File: config.mk
export PLATFORM = sky130hd
export DESIGN_NAME = yuv_to_bgr_color_convert
export DESIGN_NICKNAME = d
export VERILOG_FILES = /design/src/design/yuv2bgr_pkg.sv /design/src/design/yuv2bgr_cfg.sv /design/src/design/yuv2bgr_prep.sv /design/src/design/yuv2bgr_mult.sv /design/src/design/yuv2bgr_sum_clip.sv /design/src/design/yuv_to_bgr_color_convert.sv
export SDC_FILE = /design/constraint.sdc
export NUM_CORES = 2
export LEC_CHECK = 0
export ABC_AREA = 1
export BUFFER_PORTS_ARGS = -buffer_cell sky130_fd_sc_hd__clkbuf_2
export CAP_MARGIN = 5
export CORE_ASPECT_RATIO = 0.75
export CORE_MARGIN = 3
export CORE_UTILIZATION = 30
export CTS_CLUSTER_SIZE = 24
export DETAILED_ROUTE_END_ITERATION = 8
export PLACE_DENSITY = 0.55
export SETUP_SLACK_MARGIN = 0.3
export SKIP_LAST_GASP = 1
export SLEW_MARGIN = 10
export SYNTH_ARGS = -nofsm -noshare
export SYNTH_HDL_FRONTEND = slang
export SYNTH_SLANG_ARGS = --single-unit
File: constraint.sdc
create_clock -name clk -period 7.7 [get_ports clk]
set_input_delay 0.385 -clock clk [delete_from_list [all_inputs] [get_ports clk]]
set_output_delay 0.385 -clock clk [all_outputs]
set_load 0.005 [all_outputs]
File: src/design/yuv2bgr_pkg.sv
// shared types, constants and register codes for the yuv to bgr converter
`timescale 1ns / 1ps

package yuv2bgr_pkg;

    localparam int COEF_W    = 19;
    localparam int PIX_W     = 8;
    localparam int DIFF_W    = PIX_W + 1;
    localparam int PROD_W    = COEF_W + DIFF_W;
    localparam int SUM_W     = PROD_W + 2;
    localparam int FRAC_BITS = 16;
    localparam int IDX_W     = 3;

    localparam logic [PIX_W-1:0] CHROMA_ZERO = 8'd128;

    // register indexes
    localparam logic [IDX_W-1:0] REG_LUMA_GAIN    = 3'd0;
    localparam logic [IDX_W-1:0] REG_LUMA_OFFSET  = 3'd1;
    localparam logic [IDX_W-1:0] REG_BLUE_FROM_U  = 3'd2;
    localparam logic [IDX_W-1:0] REG_GREEN_FROM_U = 3'd3;
    localparam logic [IDX_W-1:0] REG_GREEN_FROM_V = 3'd4;
    localparam logic [IDX_W-1:0] REG_RED_FROM_V   = 3'd5;

    // reset values
    localparam logic signed [COEF_W-1:0] RST_LUMA_GAIN    = 19'sd76309;
    localparam logic [PIX_W-1:0]         RST_LUMA_OFFSET  = 8'd16;
    localparam logic signed [COEF_W-1:0] RST_BLUE_FROM_U  = 19'sd132201;
    localparam logic signed [COEF_W-1:0] RST_GREEN_FROM_U = -19'sd25675;
    localparam logic signed [COEF_W-1:0] RST_GREEN_FROM_V = -19'sd53279;
    localparam logic signed [COEF_W-1:0] RST_RED_FROM_V   = 19'sd104597;

    typedef struct packed {
        logic [PIX_W-1:0] luma;
        logic [PIX_W-1:0] chroma_blue;
        logic [PIX_W-1:0] chroma_red;
    } pixel_in_t;

    typedef struct packed {
        logic [PIX_W-1:0] blue;
        logic [PIX_W-1:0] green;
        logic [PIX_W-1:0] red;
    } pixel_out_t;

    typedef struct packed {
        logic signed [COEF_W-1:0] luma_gain;
        logic [PIX_W-1:0]         luma_offset;
        logic signed [COEF_W-1:0] blue_from_u;
        logic signed [COEF_W-1:0] green_from_u;
        logic signed [COEF_W-1:0] green_from_v;
        logic signed [COEF_W-1:0] red_from_v;
    } coef_t;

    typedef struct packed {
        logic signed [DIFF_W-1:0] y;
        logic signed [DIFF_W-1:0] u;
        logic signed [DIFF_W-1:0] v;
    } diff_t;

    typedef struct packed {
        logic signed [PROD_W-1:0] yterm;
        logic signed [PROD_W-1:0] b_u;
        logic signed [PROD_W-1:0] g_u;
        logic signed [PROD_W-1:0] g_v;
        logic signed [PROD_W-1:0] r_v;
    } prod_t;

    typedef struct packed {
        logic signed [SUM_W-1:0] b;
        logic signed [SUM_W-1:0] g;
        logic signed [SUM_W-1:0] r;
    } sum_t;

endpackage

File: src/design/yuv2bgr_cfg.sv
// configuration register file holding the conversion coefficients
`timescale 1ns / 1ps

module yuv2bgr_cfg (
    input  logic                             clk,
    input  logic                             rst_n,
    input  logic                             cfg_valid,
    output logic                             cfg_ready,
    input  logic [yuv2bgr_pkg::IDX_W-1:0]    cfg_index,
    input  logic [yuv2bgr_pkg::COEF_W-1:0]   cfg_data,
    output yuv2bgr_pkg::coef_t               coef
);

    yuv2bgr_pkg::coef_t coef_reg;
    yuv2bgr_pkg::coef_t coef_next;

    assign cfg_ready = 1'b1;
    assign coef      = coef_reg;

    always_comb
    begin
        coef_next = coef_reg;
        if (cfg_valid)
        begin
            unique case (cfg_index)
                yuv2bgr_pkg::REG_LUMA_GAIN:    coef_next.luma_gain    = cfg_data;
                yuv2bgr_pkg::REG_LUMA_OFFSET:
                    coef_next.luma_offset = cfg_data[yuv2bgr_pkg::PIX_W-1:0];
                yuv2bgr_pkg::REG_BLUE_FROM_U:  coef_next.blue_from_u  = cfg_data;
                yuv2bgr_pkg::REG_GREEN_FROM_U: coef_next.green_from_u = cfg_data;
                yuv2bgr_pkg::REG_GREEN_FROM_V: coef_next.green_from_v = cfg_data;
                yuv2bgr_pkg::REG_RED_FROM_V:   coef_next.red_from_v   = cfg_data;
                default:                       coef_next = coef_reg;
            endcase
        end
    end

    always_ff @(posedge clk or negedge rst_n)
    begin
        if (!rst_n)
        begin
            coef_reg.luma_gain    <= yuv2bgr_pkg::RST_LUMA_GAIN;
            coef_reg.luma_offset  <= yuv2bgr_pkg::RST_LUMA_OFFSET;
            coef_reg.blue_from_u  <= yuv2bgr_pkg::RST_BLUE_FROM_U;
            coef_reg.green_from_u <= yuv2bgr_pkg::RST_GREEN_FROM_U;
            coef_reg.green_from_v <= yuv2bgr_pkg::RST_GREEN_FROM_V;
            coef_reg.red_from_v   <= yuv2bgr_pkg::RST_RED_FROM_V;
        end
        else
        begin
            coef_reg <= coef_next;
        end
    end

endmodule

File: src/design/yuv2bgr_prep.sv
// stage 1: remove black level and chroma zero
`timescale 1ns / 1ps

module yuv2bgr_prep (
    input  logic                       clk,
    input  logic                       rst_n,
    input  logic                       up_valid,
    output logic                       up_ready,
    input  yuv2bgr_pkg::pixel_in_t     up_data,
    input  logic [yuv2bgr_pkg::PIX_W-1:0] luma_offset,
    output logic                       dn_valid,
    input  logic                       dn_ready,
    output yuv2bgr_pkg::diff_t         dn_data
);

    logic                 valid_reg;
    yuv2bgr_pkg::diff_t   diff_reg;
    yuv2bgr_pkg::diff_t   diff_next;

    assign up_ready = !valid_reg || dn_ready;
    assign dn_valid = valid_reg;
    assign dn_data  = diff_reg;

    always_comb
    begin
        diff_next.y = $signed({1'b0, up_data.luma}) - $signed({1'b0, luma_offset});
        diff_next.u = $signed({1'b0, up_data.chroma_blue})
                    - $signed({1'b0, yuv2bgr_pkg::CHROMA_ZERO});
        diff_next.v = $signed({1'b0, up_data.chroma_red})
                    - $signed({1'b0, yuv2bgr_pkg::CHROMA_ZERO});
    end

    always_ff @(posedge clk or negedge rst_n)
    begin
        if (!rst_n)
        begin
            valid_reg <= 1'b0;
        end
        else if (up_ready)
        begin
            valid_reg <= up_valid;
        end
    end

    always_ff @(posedge clk)
    begin
        if (up_ready && up_valid)
        begin
            diff_reg <= diff_next;
        end
    end

endmodule

File: src/design/yuv2bgr_mult.sv
// stage 2: five coefficient products
`timescale 1ns / 1ps

module yuv2bgr_mult (
    input  logic                 clk,
    input  logic                 rst_n,
    input  logic                 up_valid,
    output logic                 up_ready,
    input  yuv2bgr_pkg::diff_t   up_data,
    input  yuv2bgr_pkg::coef_t   coef,
    output logic                 dn_valid,
    input  logic                 dn_ready,
    output yuv2bgr_pkg::prod_t   dn_data
);

    logic                 valid_reg;
    yuv2bgr_pkg::prod_t   prod_reg;
    yuv2bgr_pkg::prod_t   prod_next;

    assign up_ready = !valid_reg || dn_ready;
    assign dn_valid = valid_reg;
    assign dn_data  = prod_reg;

    // signed 19 x 9 products, operands sign extended to the product width
    always_comb
    begin
        prod_next.yterm = yuv2bgr_pkg::PROD_W'(coef.luma_gain)
                        * yuv2bgr_pkg::PROD_W'(up_data.y);
        prod_next.b_u   = yuv2bgr_pkg::PROD_W'(coef.blue_from_u)
                        * yuv2bgr_pkg::PROD_W'(up_data.u);
        prod_next.g_u   = yuv2bgr_pkg::PROD_W'(coef.green_from_u)
                        * yuv2bgr_pkg::PROD_W'(up_data.u);
        prod_next.g_v   = yuv2bgr_pkg::PROD_W'(coef.green_from_v)
                        * yuv2bgr_pkg::PROD_W'(up_data.v);
        prod_next.r_v   = yuv2bgr_pkg::PROD_W'(coef.red_from_v)
                        * yuv2bgr_pkg::PROD_W'(up_data.v);
    end

    always_ff @(posedge clk or negedge rst_n)
    begin
        if (!rst_n)
        begin
            valid_reg <= 1'b0;
        end
        else if (up_ready)
        begin
            valid_reg <= up_valid;
        end
    end

    always_ff @(posedge clk)
    begin
        if (up_ready && up_valid)
        begin
            prod_reg <= prod_next;
        end
    end

endmodule

File: src/design/yuv2bgr_sum_clip.sv
// stages 3 and 4: channel sums, then floor shift and saturation
`timescale 1ns / 1ps

module yuv2bgr_sum_clip (
    input  logic                   clk,
    input  logic                   rst_n,
    input  logic                   up_valid,
    output logic                   up_ready,
    input  yuv2bgr_pkg::prod_t     up_data,
    output logic                   dn_valid,
    input  logic                   dn_ready,
    output yuv2bgr_pkg::pixel_out_t dn_data
);

    localparam int SHR_W = yuv2bgr_pkg::SUM_W - yuv2bgr_pkg::FRAC_BITS;

    logic                     sum_valid_reg;
    yuv2bgr_pkg::sum_t        sum_reg;
    yuv2bgr_pkg::sum_t        sum_next;
    logic                     sum_ready;
    logic                     out_valid_reg;
    yuv2bgr_pkg::pixel_out_t  out_reg;
    yuv2bgr_pkg::pixel_out_t  out_next;

    function automatic logic [yuv2bgr_pkg::PIX_W-1:0] clip8(
        input logic signed [yuv2bgr_pkg::SUM_W-1:0] s
    );
        logic signed [SHR_W-1:0] q;
        q = SHR_W'(s >>> yuv2bgr_pkg::FRAC_BITS);
        priority if (q[SHR_W-1])
            clip8 = '0;
        else if (q[SHR_W-2:yuv2bgr_pkg::PIX_W] != '0)
            clip8 = '1;
        else
            clip8 = q[yuv2bgr_pkg::PIX_W-1:0];
    endfunction

    assign sum_ready = !out_valid_reg || dn_ready;
    assign up_ready  = !sum_valid_reg || sum_ready;
    assign dn_valid  = out_valid_reg;
    assign dn_data   = out_reg;

    always_comb
    begin
        sum_next.b = yuv2bgr_pkg::SUM_W'(up_data.yterm) + yuv2bgr_pkg::SUM_W'(up_data.b_u);
        sum_next.g = yuv2bgr_pkg::SUM_W'(up_data.yterm) + yuv2bgr_pkg::SUM_W'(up_data.g_u)
                   + yuv2bgr_pkg::SUM_W'(up_data.g_v);
        sum_next.r = yuv2bgr_pkg::SUM_W'(up_data.yterm) + yuv2bgr_pkg::SUM_W'(up_data.r_v);
        out_next.blue  = clip8(sum_reg.b);
        out_next.green = clip8(sum_reg.g);
        out_next.red   = clip8(sum_reg.r);
    end

    always_ff @(posedge clk or negedge rst_n)
    begin
        if (!rst_n)
        begin
            sum_valid_reg <= 1'b0;
            out_valid_reg <= 1'b0;
        end
        else
        begin
            if (up_ready)
            begin
                sum_valid_reg <= up_valid;
            end
            if (sum_ready)
            begin
                out_valid_reg <= sum_valid_reg;
            end
        end
    end

    always_ff @(posedge clk)
    begin
        if (up_ready && up_valid)
        begin
            sum_reg <= sum_next;
        end
        if (sum_ready && sum_valid_reg)
        begin
            out_reg <= out_next;
        end
    end

endmodule

File: src/design/yuv_to_bgr_color_convert.sv
// top level of the yuv to bgr pixel converter
// throughput: one pixel per cycle while the output is not stalled, set by the four register stages
//   (offset removal, products, sums, shift and saturation), each taking a beat a cycle
// a stall on the output holds every full stage; empty stages keep filling
// reset (rst_n low, asynchronous) empties the pipeline and loads the default coefficients
`timescale 1ns / 1ps

module yuv_to_bgr_color_convert (
    input  logic                               clk,
    input  logic                               rst_n,
    // pixel input channel
    input  logic                               pix_valid,
    output logic                               pix_stall,
    input  yuv2bgr_pkg::pixel_in_t             pix,
    // bgr output channel
    output logic                               bgr_valid,
    input  logic                               bgr_stall,
    output yuv2bgr_pkg::pixel_out_t            bgr,
    // configuration write channel
    input  logic                               cfg_valid,
    output logic                               cfg_ready,
    input  logic [yuv2bgr_pkg::IDX_W-1:0]      cfg_index,
    input  logic [yuv2bgr_pkg::COEF_W-1:0]     cfg_data
);

    yuv2bgr_pkg::coef_t coef;

    // stage to stage handshake
    logic               prep_ready;
    logic               diff_valid;
    logic               mult_ready;
    yuv2bgr_pkg::diff_t diff;
    logic               prod_valid;
    logic               clip_ready;
    yuv2bgr_pkg::prod_t prod;

    // the user must change coefficients only while the pipeline is empty; the block does not enforce this
    yuv2bgr_cfg u_cfg (
        .clk       (clk),
        .rst_n     (rst_n),
        .cfg_valid (cfg_valid),
        .cfg_ready (cfg_ready),
        .cfg_index (cfg_index),
        .cfg_data  (cfg_data),
        .coef      (coef)
    );

    // stage 1: signed differences y - offset, u - 128, v - 128
    yuv2bgr_prep u_prep (
        .clk         (clk),
        .rst_n       (rst_n),
        .up_valid    (pix_valid),
        .up_ready    (prep_ready),
        .up_data     (pix),
        .luma_offset (coef.luma_offset),
        .dn_valid    (diff_valid),
        .dn_ready    (mult_ready),
        .dn_data     (diff)
    );

    // stage 2: one 19 x 9 multiplier per term
    yuv2bgr_mult u_mult (
        .clk      (clk),
        .rst_n    (rst_n),
        .up_valid (diff_valid),
        .up_ready (mult_ready),
        .up_data  (diff),
        .coef     (coef),
        .dn_valid (prod_valid),
        .dn_ready (clip_ready),
        .dn_data  (prod)
    );

    // stages 3 and 4: sums, floor shift by 16, clamp to 0..255
    yuv2bgr_sum_clip u_sum_clip (
        .clk      (clk),
        .rst_n    (rst_n),
        .up_valid (prod_valid),
        .up_ready (clip_ready),
        .up_data  (prod),
        .dn_valid (bgr_valid),
        .dn_ready (!bgr_stall),
        .dn_data  (bgr)
    );

    assign pix_stall = !prep_ready;

endmodule

; Word-level counts from Yosys, hierarchy flattened
; Index checks and enable logic that the tools add are counted.
[totals]
in_bits = 51
word_cells = 68
register_bits = 388
[op_classes]
reduce_logical = 24
add_sub_neg = 7
n_eq_ne = 5
mux = 3
n_mul = 5
[op_table]
columns = operator, count
row1 = $mul 19x9->28, 5
row2 = $add 28x28->29, 3
row3 = $add 29x28->30, 1
row4 = $mux 8, 3
row5 = $sub 8x8->9 const B, 2
row6 = $reduce_bool 5->1, 3
row7 = $reduce_and 2->1, 6
row8 = $sub 8x8->9, 1
row9 = $eq 3x2->1 const B, 2
row10 = $eq 3x3->1 const B, 2
row11 = $logic_not 1->1, 6
row12 = $logic_and 1x1->1, 4
row13 = $logic_or 1x1->1, 4
row14 = $eq 3x1->1 const B, 1
row15 = $logic_not 3->1, 1

; Logic depth before layout (Yosys ltp)
[logic_depth]
ltp_word = 6
ltp_mapped = 25
depth_no_buf = 23

; Hierarchy
; From an unflattened synthesis, not the netlist that was laid out.
[unflattened]
cells_unflattened = 6351
hier_area_um2 = 49329.8
[by_module_without_submodules]
columns = module, area_each_um2, instances, cells_each
row1 = yuv2bgr_mult, 36034.6, 1, 4583
row2 = yuv2bgr_sum_clip, 7942.6, 1, 1204
row3 = yuv2bgr_cfg, 4137.7, 1, 456
row4 = yuv2bgr_prep, 1207.4, 1, 106
row5 = yuv_to_bgr_color_convert, 7.5, 1, 2

; Worst setup path after synthesis
; OpenSTA, ideal clock, no wires.
[synth_path]
kind = register -> register
from = reg u_sum_clip.out_valid_reg (netlist: u_sum_clip.dn_valid)
to = reg u_mult.prod_reg (netlist bit u_mult.dn_data[0]) (enable)
arrival_time_ns = 6.491
required_ns = 7.056
synth_period_minus_slack_ns = 7.135
path_slack_ns = 0.565
stages_incl_launch_ff = 6
path_buffers = 0
path_cell_list = dfrtp_1 > nand2_1 > nor2_1 > inv_1 > nor2_1 > nor2_1
[synth_via]
elab_chain_cells = 5
[synth_rtl]
columns = item, line_no
row1 = "start, declared", yuv2bgr_sum_clip.sv:21  ; logic out_valid_reg;
row2 = "start signal, assigned", yuv2bgr_sum_clip.sv:69  ; out_valid_reg <= sum_valid_reg;
row3 = $logic_not 1->1, yuv2bgr_sum_clip.sv:38  ; assign sum_ready = !out_valid_reg || dn_ready;
row4 = $logic_or 1x1->1, yuv2bgr_sum_clip.sv:38
row5 = $logic_or 1x1->1, yuv2bgr_sum_clip.sv:39  ; assign up_ready = !sum_valid_reg || sum_ready;
row6 = $logic_or 1x1->1, yuv2bgr_mult.sv:20  ; assign up_ready = !valid_reg || dn_ready;
row7 = $logic_and 1x1->1, yuv2bgr_mult.sv:53  ; if (up_ready && up_valid)
row8 = "end signal, assigned", yuv2bgr_mult.sv:55  ; prod_reg <= prod_next;
row9 = "end, declared", yuv2bgr_mult.sv:17  ; yuv2bgr_pkg::prod_t prod_reg;
; Every way passes these cells.
; A chain may end at the register's enable or synchronous reset.

==> results.txt <==
The routed wire length per instance is 18.06 microns. The final count of hold timing violations was 0. The number of flops mapped to enable cells by yosys came out at 229.

The insertion delay to the later sink of the worst-skew pair came out at 0.62 ns. Buffers added to address setup during post-CTS repair amount to 0. The DRC violation count after routing is 0.

STA classifies the critical path endpoint as a flip-flop. The type of the most critical hold path is input port to flip-flop. The sequential cell area fraction in the yosys report came out at 20.17%.

The via count of the first global-routing pass came out at 37,416. Max-cap violations in this run came to 0. The first-pass GRT wire length is 226.2 mm. The TritonCTS buffer count came out at 42. The initial utilization of the core area, before any placement, comes to 30.50%.

The placement row count came out at 125. The largest total area in the synthesized netlist belongs to sky130_fd_sc_hd__fa_1. Along the worst hold path, the cell count comes to 2. Summed over its instances, the top area cell type makes up 30.75% of the synthesized netlist area. In this run the tightest slew margin relative to its limit is 18.39%. The routed via count divided by cell count came out at 4.611. The number of ports placed on the die boundary came out at slightly below 80.

The share of flip-flops with an asynchronous set or reset after synthesis is 31.85%. The ratio of cells with drive above 1 in the final layout is under 10%. The worst register-to-register path has a setup slack of 1.97 ns.

For hold timing, the worst endpoint is u_prep.dn_data[16]$_DFFE_PP_. The post-synthesis cell area came out at between 40,000 and 50,000 sq um. The initial antenna violation count is 12. The count of port buffers added during placement is 76.

The worst path uses 74.36% of the clock period. The chip height is 351.1 microns. Multiplexer cells account for 0% of the synthesized area. The worst register-to-register path has a depth of 16. By area the synthesized netlist is led by sky130_fd_sc_hd__fa_1 31%, sky130_fd_sc_hd__edfxtp_1 14%, sky130_fd_sc_hd__nand2_1 13%. The maximum net fanout on the critical path is 20. The beginning of the worst hold path is pix[15]. During synthesis, Yosys emitted a total of 0 warnings. The maximum number of pins on one net before global-route repair came out at ~140. The required time at the endpoint of the critical path is 8.06 ns. The number of vias after detailed routing came out at 36,838. For the finished layout, the period the worst path requires is 5.726 ns. The worst-case clock skew is 0.02040 ns. The adder-cell area share of the yosys netlist came out at 40.63%.

The unique cell type count in the Yosys netlist is 40. The area share of xor/xnor cells in the synthesized design is 1.856%. In the final design database the tool counted 7,008 nets. The number of fillers in the final layout is 16,435. Setup violations remaining at the end of the flow were counted as 0.

The capture instance of the worst register-to-register path is u_mult.dn_data[27]$_DFFE_PP_. The library cell used most frequently in the layout, excluding fill and tap cells, is sky130_fd_sc_hd__nand2_1. The number of cells after detailed placement came out at 7,883. In this run the remaining antenna-violating nets after routing total 0.

In the global route stage, overall resource usage came out at roughly 18%. The wire-length estimate of the detail-placed layout is 114.8 mm. The post-route setup TNS is 0 ns. In the synthesized netlist the dominant register cell turns out to be sky130_fd_sc_hd__edfxtp_1. The flip-flop count of the largest register after layout came out at 140. The width of the die is 466.2 microns.

The clock-pin transition on the worst setup and hold timing paths is 0.06 ns. The critical path arrival is 6.09 ns. The layout-stage area growth over the synthesis result is 8.550%.

The number of levels the H-tree was split into came out at 2. Summing the areas of all compound-gate instances in the mapped netlist gives 6.302% of the synthesized area. By area, the combinational part of the netlist is dominated by adder cells. The number of nets produced by synthesis came out at around 7,100.

A synthesized cell averages 8.089 sq um. The multi-input gate area in the final layout is 32,390 sq um. The number of detailed-routing iterations run before antenna repair came out at 6. The total overflow left after global routing is 0. The die covers 163,700 sq um.

The share of synthesized cell area in and, or, nand and nor gates came out at 19.13%. The clock tree from TritonCTS is done. The final number of max-transition violations was 0. The flip-flop and latch count after synthesis is 336.

The transition time of the tightest slew-check pin came out at 1.223 ns. The worst hold slack across all endpoints came out at 0.04996 ns. The number of instances in the synthesized netlist is 5,891. By startpoint and endpoint, the worst setup path is classified as flip-flop to flip-flop. The critical path startpoint category is a flip-flop. The final estimated routing congestion in global placement came out at between 0.8 and 0.9. The tree is rooted in a sky130_fd_sc_hd__clkbuf_16.

The top cell types in the final layout, fill and taps aside, are 1,631 x sky130_fd_sc_hd__nand2_1, 1,296 x sky130_fd_sc_hd__inv_1, 732 x sky130_fd_sc_hd__fa_1, 376 x sky130_fd_sc_hd__ha_1, 332 x sky130_fd_sc_hd__nor2_1. The storage element area came out at 9613 sq um. The startpoint of the lowest-slack register-to-register path is u_prep.dn_data[4]$_DFFE_PP_. After the first detailed-routing iteration, the DRC count stood at a little under 3,000. The count of clock tree sinks is 336. The core region is 156,200 sq um. The run finished with clean final reports. Summed over all layers, the routed wires come to 144.3 mm.

Timing would allow up to between 0.15 and 0.2 GHz. Setup repair after global routing left no endpoint under its margin. The buffer depth of the longest clock path is 3. Excluding fillers, the count of instances in the completed layout stands at between 7,000 and 8,000.
repair_timing:
action,4_1_cts,5_1_grt
hold buffers,17,0
setup endpoints to repair,0,0
resized for setup,0,0
hold endpoints to repair,51,0
worst max path at each step:
stage          cells past startpoint                       startpoint                            to  slack [ns]
2_1_floorplan                      5  u_sum_clip.dn_valid$_DFFE_PN0P_   u_mult.dn_data[0]$_DFFE_PP_        0.57
3_3_place_gp                      17      u_prep.dn_data[3]$_DFFE_PP_  u_mult.dn_data[51]$_DFFE_PP_        2.14
3_5_place_dp                      16      u_prep.dn_data[4]$_DFFE_PP_  u_mult.dn_data[27]$_DFFE_PP_        2.08
4_1_cts                           16      u_prep.dn_data[4]$_DFFE_PP_  u_mult.dn_data[27]$_DFFE_PP_        2.06
5_1_grt                           16      u_prep.dn_data[3]$_DFFE_PP_  u_mult.dn_data[54]$_DFFE_PP_        1.75
6_report                          16      u_prep.dn_data[4]$_DFFE_PP_  u_mult.dn_data[27]$_DFFE_PP_        1.97
cell usage after synthesis, types with 3 or more instances:
| cell | instances |
|---|---|
| sky130_fd_sc_hd__a21oi_2 | 3 |
| sky130_fd_sc_hd__o21bai_1 | 19 |
| sky130_fd_sc_hd__buf_1 | 39 |
| sky130_fd_sc_hd__o21ai_2 | 5 |
| sky130_fd_sc_hd__nand3b_1 | 12 |
| sky130_fd_sc_hd__xnor2_1 | 36 |
| sky130_fd_sc_hd__a21oi_1 | 255 |
| sky130_fd_sc_hd__dfrtp_1 | 60 |
| sky130_fd_sc_hd__nand4_1 | 69 |
| sky130_fd_sc_hd__inv_1 | 1296 |
| sky130_fd_sc_hd__nor2_1 | 334 |
| sky130_fd_sc_hd__dfstp_2 | 47 |
| sky130_fd_sc_hd__nand2_2 | 11 |
| sky130_fd_sc_hd__clkbuf_1 | 159 |
| sky130_fd_sc_hd__buf_2 | 10 |
| sky130_fd_sc_hd__and2_1 | 8 |
| sky130_fd_sc_hd__edfxtp_1 | 229 |
| sky130_fd_sc_hd__o21ai_0 | 239 |
| sky130_fd_sc_hd__nand3_1 | 144 |
| sky130_fd_sc_hd__xor2_1 | 65 |
| sky130_fd_sc_hd__nor3_1 | 37 |
| sky130_fd_sc_hd__nor3b_2 | 3 |
| sky130_fd_sc_hd__a21o_1 | 17 |
| sky130_fd_sc_hd__nand2_1 | 1632 |
| sky130_fd_sc_hd__o21ai_1 | 4 |
| sky130_fd_sc_hd__a21boi_0 | 11 |
| sky130_fd_sc_hd__nor4_1 | 4 |
| sky130_fd_sc_hd__fa_1 | 732 |
| sky130_fd_sc_hd__o21a_1 | 9 |
| sky130_fd_sc_hd__nor2_2 | 6 |
| sky130_fd_sc_hd__ha_1 | 376 |
| sky130_fd_sc_hd__or2_2 | 10 |
critical path, stage by stage, from the launching register on:
cell                       delay [ns]
sky130_fd_sc_hd__edfxtp_1        1.02
sky130_fd_sc_hd__buf_4           0.44
sky130_fd_sc_hd__nand2_1         0.12
sky130_fd_sc_hd__fa_1            0.50
sky130_fd_sc_hd__fa_1            0.56
sky130_fd_sc_hd__inv_1           0.06
sky130_fd_sc_hd__fa_1            0.45
sky130_fd_sc_hd__fa_1            0.51
sky130_fd_sc_hd__fa_1            0.41
sky130_fd_sc_hd__ha_1            0.36
sky130_fd_sc_hd__a21oi_1         0.23
sky130_fd_sc_hd__nand2_1         0.18
sky130_fd_sc_hd__nand2_1         0.10
sky130_fd_sc_hd__nand2_1         0.12
sky130_fd_sc_hd__and3_1          0.20
sky130_fd_sc_hd__o21ai_1         0.14
sky130_fd_sc_hd__nand2_1         0.06
cells by family after synthesis:
logic type / Yosys count
simple gates: 2273
other cells: 1
buf+inv: 1507
flops: 336
fa+ha+maj: 1108
compound gates: 565
xor+xnor: 101
stage by stage:
stage                     worst slack, ns  instance area (sq um)  util (%)
final                               1.974                  51720     33.11
after global routing                1.749                  51700     33.09
after CTS                           2.064                  51700     33.09
after detailed placement            2.081                  50110     32.07
after global placement              2.144                  50110     32.07
after floorplan                    0.5650                  47650         -
layer usage:
metal / wire length [microns] / up-vias / global-route usage [%] / part of all wire (%)
met5: 0 / - / 0 / 0
met4: 2624 / 0 / 3.319 / 1.8
met3: 10060 / 105 / 3.244 / 7.0
met2: 59690 / 971 / 26.49 / 41
met1: 71880 / 17993 / 27.32 / 50
li1: - / 17769 / - / -
area by class of cell:
type | count | share of cell area [%]
multi-input combinational | 4048 | 62.61
sequential | 336 | 18.58
inverter | 1298 | 9.419
tap | 2095 | 5.068
clock buffer | 52 | 2.204
timing repair buffer | 123 | 1.529
clock inverter | 26 | 0.5298
antenna | 11 | 0.05322
Power is left out: the tool's default activity adds up to more than one toggle a clock period on the data nets, which glitch-free logic cannot reach.
